File: src/design/lict_pkg.sv
// ----------------------------------------------------------------------------
// lict_pkg
// Shared constants and control/status types for the lru id cache tracker.
// ----------------------------------------------------------------------------
package lict_pkg;

  localparam int CFG_DATA_W = 32;
  localparam int CFG_ADDR_W = 3;
  localparam int CAP_REG_W  = 5;

  localparam logic [CAP_REG_W-1:0] CAP_RESET = 5'd16;

  // register index, taken from paddr[2]
  localparam logic REG_CAPACITY = 1'b0;

  // broadcast from the top level to every cell
  typedef struct packed {
    logic en;
    logic full;
  } lict_ctrl_t;

  // per-cell outcome of the request passing through it
  typedef struct packed {
    logic done;
    logic hit;
    logic evict;
  } lict_stat_t;

endpackage

File: src/design/lict_cell.sv
// ----------------------------------------------------------------------------
// lict_cell
// One recency rank of the tracker: holds an id and hands the displaced id on.
// ----------------------------------------------------------------------------
module lict_cell
  import lict_pkg::*;
#(
  parameter int K     = 0,
  parameter int ID_W  = 16,
  parameter int CNT_W = 5
) (
  input  logic             clk,
  input  logic             rst,
  input  lict_ctrl_t       ctrl,
  input  logic [CNT_W-1:0] count,
  input  logic [ID_W-1:0]  key,
  input  logic             in_valid,
  input  logic [ID_W-1:0]  in_id,
  output logic             out_valid,
  output logic [ID_W-1:0]  out_id,
  output lict_stat_t       stat,
  output logic [ID_W-1:0]  ev_id
);

  localparam logic [CNT_W-1:0] RANK      = CNT_W'(K);
  localparam logic [CNT_W-1:0] RANK_NEXT = CNT_W'(K + 1);

  logic [ID_W-1:0] stored;
  logic            resident;
  logic            match;
  logic            last;
  logic            out_valid_next;

  always_comb begin
    resident = RANK < count;
    match    = resident && (stored == key);
    last     = resident && (count == RANK_NEXT);
    // stop here on a hit, at the free slot, or at the tail when full
    stat.done  = in_valid && (match || !resident || (last && ctrl.full));
    stat.hit   = in_valid && match;
    stat.evict = in_valid && !match && last && ctrl.full;
    ev_id      = stat.evict ? stored : '0;
    out_valid_next = in_valid && !stat.done;
  end

  always_ff @(posedge clk) begin
    if (rst) begin
      out_valid <= 1'b0;
    end else if (ctrl.en) begin
      out_valid <= out_valid_next;
    end
  end

  always_ff @(posedge clk) begin
    if (ctrl.en && in_valid) begin
      stored <= in_id;
      out_id <= stored;
    end
  end

endmodule

File: src/design/lict_sel.sv
// ----------------------------------------------------------------------------
// lict_sel
// Collects the outcome of whichever cell finished the request this cycle.
// ----------------------------------------------------------------------------
module lict_sel
  import lict_pkg::*;
#(
  parameter int N    = 16,
  parameter int ID_W = 16
) (
  input  lict_stat_t      stat_in [N],
  input  logic [ID_W-1:0] id_in   [N],
  output lict_stat_t      stat,
  output logic [ID_W-1:0] id
);

  // at most one cell is done at a time, so an or-tree is the select
  always_comb begin
    stat = '0;
    id   = '0;
    for (int i = 0; i < N; i++) begin
      stat = stat | stat_in[i];
      id   = id | id_in[i];
    end
  end

endmodule

File: src/design/lru_id_cache_tracker.sv
// ----------------------------------------------------------------------------
// lru_id_cache_tracker
// Fully associative lru tracker of item ids built as a row of rank cells.
//
//   channel   dir  handshake          payload
//   s_*       in   s_tvalid/s_tready  item_id
//   m_*       out  m_tvalid/m_tready  hit, evicted, evicted_id, occupancy
//   apb       in   psel/penable       capacity_in_use at address 0
//
// a request walks down the cells one rank per cycle unless the row is frozen,
// swapping ids as it goes; it stops at the hit rank, the tail rank on an
// eviction or the first free rank on an insert. no new request is taken until
// its result is registered. reset empties the tracker and sets capacity 16.
// a result held by m_tready freezes the whole row until it is taken.
// ----------------------------------------------------------------------------
module lru_id_cache_tracker
  import lict_pkg::*;
#(
  parameter int CAPACITY = 16,
  parameter int ID_WIDTH = 16
) (
  input  logic                  clk,
  input  logic                  rst,
  input  logic                  s_tvalid,
  output logic                  s_tready,
  input  logic [((ID_WIDTH + 7) / 8) * 8 - 1:0] s_tdata,   // item_id
  output logic                  m_tvalid,
  input  logic                  m_tready,
  // hit, evicted, evicted_id, occupancy
  output logic [((ID_WIDTH + $clog2(CAPACITY + 1) + 9) / 8) * 8 - 1:0] m_tdata,
  input  logic                  psel,
  input  logic                  penable,
  input  logic                  pwrite,
  input  logic [CFG_ADDR_W-1:0] paddr,
  input  logic [CFG_DATA_W-1:0] pwdata,
  output logic [CFG_DATA_W-1:0] prdata,
  output logic                  pready
);

  localparam int CNT_W  = $clog2(CAPACITY + 1);
  localparam int OUT_W  = 2 + ID_WIDTH + CNT_W;
  localparam int OUT_TW = ((OUT_W + 7) / 8) * 8;

  logic [CAP_REG_W-1:0] cap;
  logic [CNT_W-1:0]     eff_cap;
  logic [CNT_W-1:0]     count;
  logic [CNT_W-1:0]     count_next;
  logic                 busy;
  logic                 start;
  logic [ID_WIDTH-1:0]  key;
  logic [OUT_W-1:0]     out_word;
  lict_ctrl_t           ctrl;

  logic                 pass_v [CAPACITY];
  logic [ID_WIDTH-1:0]  pass_d [CAPACITY];
  lict_stat_t           cstat  [CAPACITY];
  logic [ID_WIDTH-1:0]  cev_id [CAPACITY];
  logic [CAPACITY-1:0]  done_vec;
  lict_stat_t           res;
  logic [ID_WIDTH-1:0]  res_id;

  // configuration
  assign pready = 1'b1;
  assign prdata = {(CFG_DATA_W-CAP_REG_W)'(0), cap};

  always_ff @(posedge clk) begin
    if (rst) begin
      cap <= CAP_RESET;
    end else if (psel && penable && pwrite && pready && (paddr[2] == REG_CAPACITY)) begin
      cap <= pwdata[CAP_REG_W-1:0];
    end
  end

  always_comb begin
    if (cap == '0) begin
      eff_cap = CNT_W'(1);
    end else if (32'(cap) > CAPACITY) begin
      eff_cap = CNT_W'(CAPACITY);
    end else begin
      eff_cap = CNT_W'(cap);
    end
  end

  assign ctrl.en   = !(m_tvalid && !m_tready);
  assign ctrl.full = count >= eff_cap;
  assign s_tready  = !busy;

  // row of rank cells, rank 0 most recent
  for (genvar k = 0; k < CAPACITY; k++) begin : g_rank
    logic            cin_v;
    logic [ID_WIDTH-1:0] cin_d;
    if (k == 0) begin : g_head
      assign cin_v = start;
      assign cin_d = key;
    end else begin : g_body
      assign cin_v = pass_v[k-1];
      assign cin_d = pass_d[k-1];
    end
    lict_cell #(.K(k), .ID_W(ID_WIDTH), .CNT_W(CNT_W)) u_cell (
      .clk       (clk),
      .rst       (rst),
      .ctrl      (ctrl),
      .count     (count),
      .key       (key),
      .in_valid  (cin_v),
      .in_id     (cin_d),
      .out_valid (pass_v[k]),
      .out_id    (pass_d[k]),
      .stat      (cstat[k]),
      .ev_id     (cev_id[k])
    );
    assign done_vec[k] = cstat[k].done;
  end

  lict_sel #(.N(CAPACITY), .ID_W(ID_WIDTH)) u_sel (
    .stat_in (cstat),
    .id_in   (cev_id),
    .stat    (res),
    .id      (res_id)
  );

  always_comb begin
    count_next = count;
    if (!res.hit && !res.evict) begin
      count_next = count + CNT_W'(1);
    end
  end

  always_ff @(posedge clk) begin
    if (rst) begin
      busy     <= 1'b0;
      start    <= 1'b0;
      count    <= '0;
      m_tvalid <= 1'b0;
    end else begin
      if (s_tvalid && s_tready) begin
        busy  <= 1'b1;
        start <= 1'b1;
      end else if (ctrl.en) begin
        start <= 1'b0;
      end
      if (ctrl.en && res.done) begin
        busy     <= 1'b0;
        count    <= count_next;
        m_tvalid <= 1'b1;
      end else if (m_tready) begin
        m_tvalid <= 1'b0;
      end
    end
  end

  always_ff @(posedge clk) begin
    if (s_tvalid && s_tready) begin
      key <= s_tdata[ID_WIDTH-1:0];
    end
    if (ctrl.en && res.done) begin
      out_word <= {count_next, res_id, res.evict, res.hit};
    end
  end

  assign m_tdata = OUT_TW'(out_word);

  // checks
  a_one_done: assert property (@(posedge clk) disable iff (rst) $onehot0(done_vec))
    else $error("more than one cell finished a request");
  a_count_max: assert property (@(posedge clk) disable iff (rst) 32'(count) <= CAPACITY)
    else $error("occupancy beyond capacity");
  a_start_busy: assert property (@(posedge clk) disable iff (rst) start |-> busy)
    else $error("request in the row while idle");
  a_no_overrun: assert property (@(posedge clk) disable iff (rst) !pass_v[CAPACITY-1])
    else $error("request ran off the end of the row");
  a_done_idle: assert property (@(posedge clk) disable iff (rst)
      (ctrl.en && res.done) |=> (!busy && m_tvalid))
    else $error("finished request left the tracker busy");

endmodule
File: config.mk
export PLATFORM = sky130hd
export DESIGN_NAME = lru_id_cache_tracker
export DESIGN_NICKNAME = d
export VERILOG_FILES = /design/src/design/lict_pkg.sv /design/src/design/lict_cell.sv /design/src/design/lict_sel.sv /design/src/design/lru_id_cache_tracker.sv
export SDC_FILE = /design/constraint.sdc
export NUM_CORES = 1
export LEC_CHECK = 0
export ABC_AREA = 1
export CORE_MARGIN = 2
export CORE_UTILIZATION = 40
export DETAILED_ROUTE_END_ITERATION = 8
export DONT_BUFFER_PORTS = 1
export PLACE_DENSITY = 0.57
export SYNTH_ARGS = -nofsm -noshare
export SYNTH_HDL_FRONTEND = slang
export SYNTH_HIERARCHICAL = 1
export SYNTH_SLANG_ARGS = --single-unit
File: constraint.sdc
create_clock -name clk -period 3.65 [get_ports clk]
set_input_delay 0 -clock clk [delete_from_list [all_inputs] [get_ports clk]]
set_output_delay 0 -clock clk [all_outputs]
set_load 0.05 [all_outputs]
==> reports/metrics.csv <==
metric,value,unit
period_share,88.7,%
fin_skew,11.5,ps
slowest_delay,320,ps
cts_num_sinks,563,
crit_path_end_kind,flop,
nets,3293,
ir_drop,341,uV
criticalPathCategory,flop to flop,
mappedNetlistArea,27100,um2
cp_num_cells,21,
cp_max_fo,19,
syn_area_per_cell,8.79,um2
p_leak,14.4,nW
finalHoldViolCount,0,
ant_nets,0,
timing.setup.tns,0,ps
power.density,438,nW/um2
min_path_cells,1,
cts-htree-levels,2,
synth.yosys.warnings,6,
clock_latency,620,ps
cp.required,4030,ps
fmax,309,MHz
io_pins,117,
core_region_area,67200,um2
portBuffers,0,
antenna_found_initial,0,
drt-initial-drc-count,1404,
wire_per_inst,14.3,um
num_vias,18167,
cts_root_buf,clkbuf_16,
setup_violations,0,
synthCells,3083,
rsz0062_at_grt,no,
grt_max_degree,34,
path_buf_inv,5,
clkTransAtPathRegs,60,ps
grt_usage,16.9,%
final_util,45.6,%
hold_class,primary input to flop,
hpwl,42.1,mm
cp.arrival,3610,ps
drv_cap,0,
cts_made_buffers,58,
routed_via_density,4.38,
drcViolationCount,0,
post-route-min-period,3240,ps
drive_gt1_share,10.6,%
worst-slew-pin-transition,1120,ps
finalMaxSlewViolations,0,
die_w,264,um
grt_pass1_wl,92.1,mm
floorplan.die_area,69900,um2
dieHeight,264,um
cp_top_family,simple AND/OR/NAND/NOR gates,
area_delta_synth_final,12.9,%
firstDrtPassIters,5,
critPathLaunchType,flop,
outcome,completed,
wl,59.2,mm
tritoncts,built,
gp_congestion,0.828,
slowest_stage,dfxtp_1,
worst_hold_slack,31.4,ps
cts_setup_buffers,0,
slew_headroom,25.0,%
initial_utilization,40.4,%
crit_chain,"inv_1, nand2_1, ha_1, a21oi_1, nor2_1, nor2_1, nand3_1, buf_4, nand4_1, inv_1, nand3_4, inv_1, nor2_1, nand2_1, nor2_1, nand2_1, inv_1, nand2_1, nor2_1, nand2_1, and2_1",
grt_pass1_vias,16498,
cts_max_path_buffers,3,
gr-total-overflow,0,
r2r_cells,21,
n_antenna_cell,0,
num_rows,95,
[power breakdown]
group / switching, W / internal, W / total (W) / leakage, nW
clock network: 0.00252 / 0.00312 / 0.00564 / 0.864
logic: 0.000466 / 0.000194 / 0.000661 / 8.50
registers: 0.0000741 / 0.00704 / 0.00712 / 5.08
[placed cells by master, fill, tap and decap left out, types with 2 or more instances in the layout]
| cell | n |
|---|---|
| clkinvlp_4 | 3 |
| nand2_2 | 7 |
| nand3b_1 | 2 |
| nand2_4 | 10 |
| inv_6 | 2 |
| nor2_2 | 93 |
| clkinv_1 | 14 |
| nand3_4 | 2 |
| bufinv_16 | 3 |
| nand3_2 | 7 |
| or2_2 | 2 |
| a21oi_1 | 37 |
| nor2_4 | 2 |
| dfxtp_1 | 28 |
| inv_2 | 71 |
| o21ai_0 | 12 |
| clkinv_2 | 12 |
| nand4_1 | 7 |
| clkbuf_1 | 11 |
| inv_1 | 549 |
| edfxtp_1 | 535 |
| nor2_1 | 576 |
| ha_1 | 6 |
| nor3_2 | 3 |
| nor3_1 | 8 |
| nand3b_2 | 3 |
| o21ai_2 | 3 |
| nand3_1 | 29 |
| xor2_1 | 2 |
| clkinv_4 | 2 |
| dlygate4sd3_1 | 44 |
| buf_12 | 9 |
| nand2_1 | 1027 |
| conb_1 | 29 |
| clkbuf_16 | 58 |
| nor3b_1 | 3 |
| buf_4 | 51 |
| a21boi_0 | 2 |
[routing by layer]
layer / track usage (%) / routed length, um
met1: 23.7 / 28200
met2: 26.8 / 26400
met3: 2.68 / 2660
met4: 5.85 / 1920
met5: 0 / 0
[cell type report]
cell class | instances | area, um2
multi-input cells | 1882 | 7800
flip-flops and latches | 563 | 16600
well taps | 873 | 1090
fillers | 6425 | 36500
repair buffers | 104 | 1000
clock buffers | 69 | 1490
inverters | 620 | 2330
clock inverters | 37 | 277
[path summary, 6_finish.rpt]
path	start	to	slack [ps]
min	s_tdata[11]	g_rank[0].cin_d[11]	30
max reg2reg	cap[4]	out_word[21]	410
min reg2reg	g_rank[8].u_cell/out_id[10]	g_rank[9].u_cell/stored[10]	410
max	cap[4]	out_word[21]	410
[sequential cells by signal (all words and copies together) (netlist names)]
register / cells
g_rank.u_cell/stored: 256
g_rank.u_cell/out_id: 240
out_word: 23
g_rank.cin_d: 16
g_rank.u_cell/out_valid: 15
cap: 5
count: 5
busy: 1
g_rank.cin_v: 1
m_tvalid: 1
[stage by stage]
stage	total power [W]	setup WS [ps]	std cells	area [um2]
global placement	0.00787	432	3998	28400
detailed placement	0.00788	476	3998	28400
CTS	0.0136	442	4148	30600
finish	0.0134	414	4148	30600
floorplan	0.00770	225	3110	27200
global route	0.0139	64.7	4148	30600
[what timing repair did]
action                                 4_1_cts  5_1_grt
gates resized for setup                      0        0
hold buffers                                44        0
endpoints found under the hold margin       60        0
No activity file was read; power rests on OpenSTA's default activity.
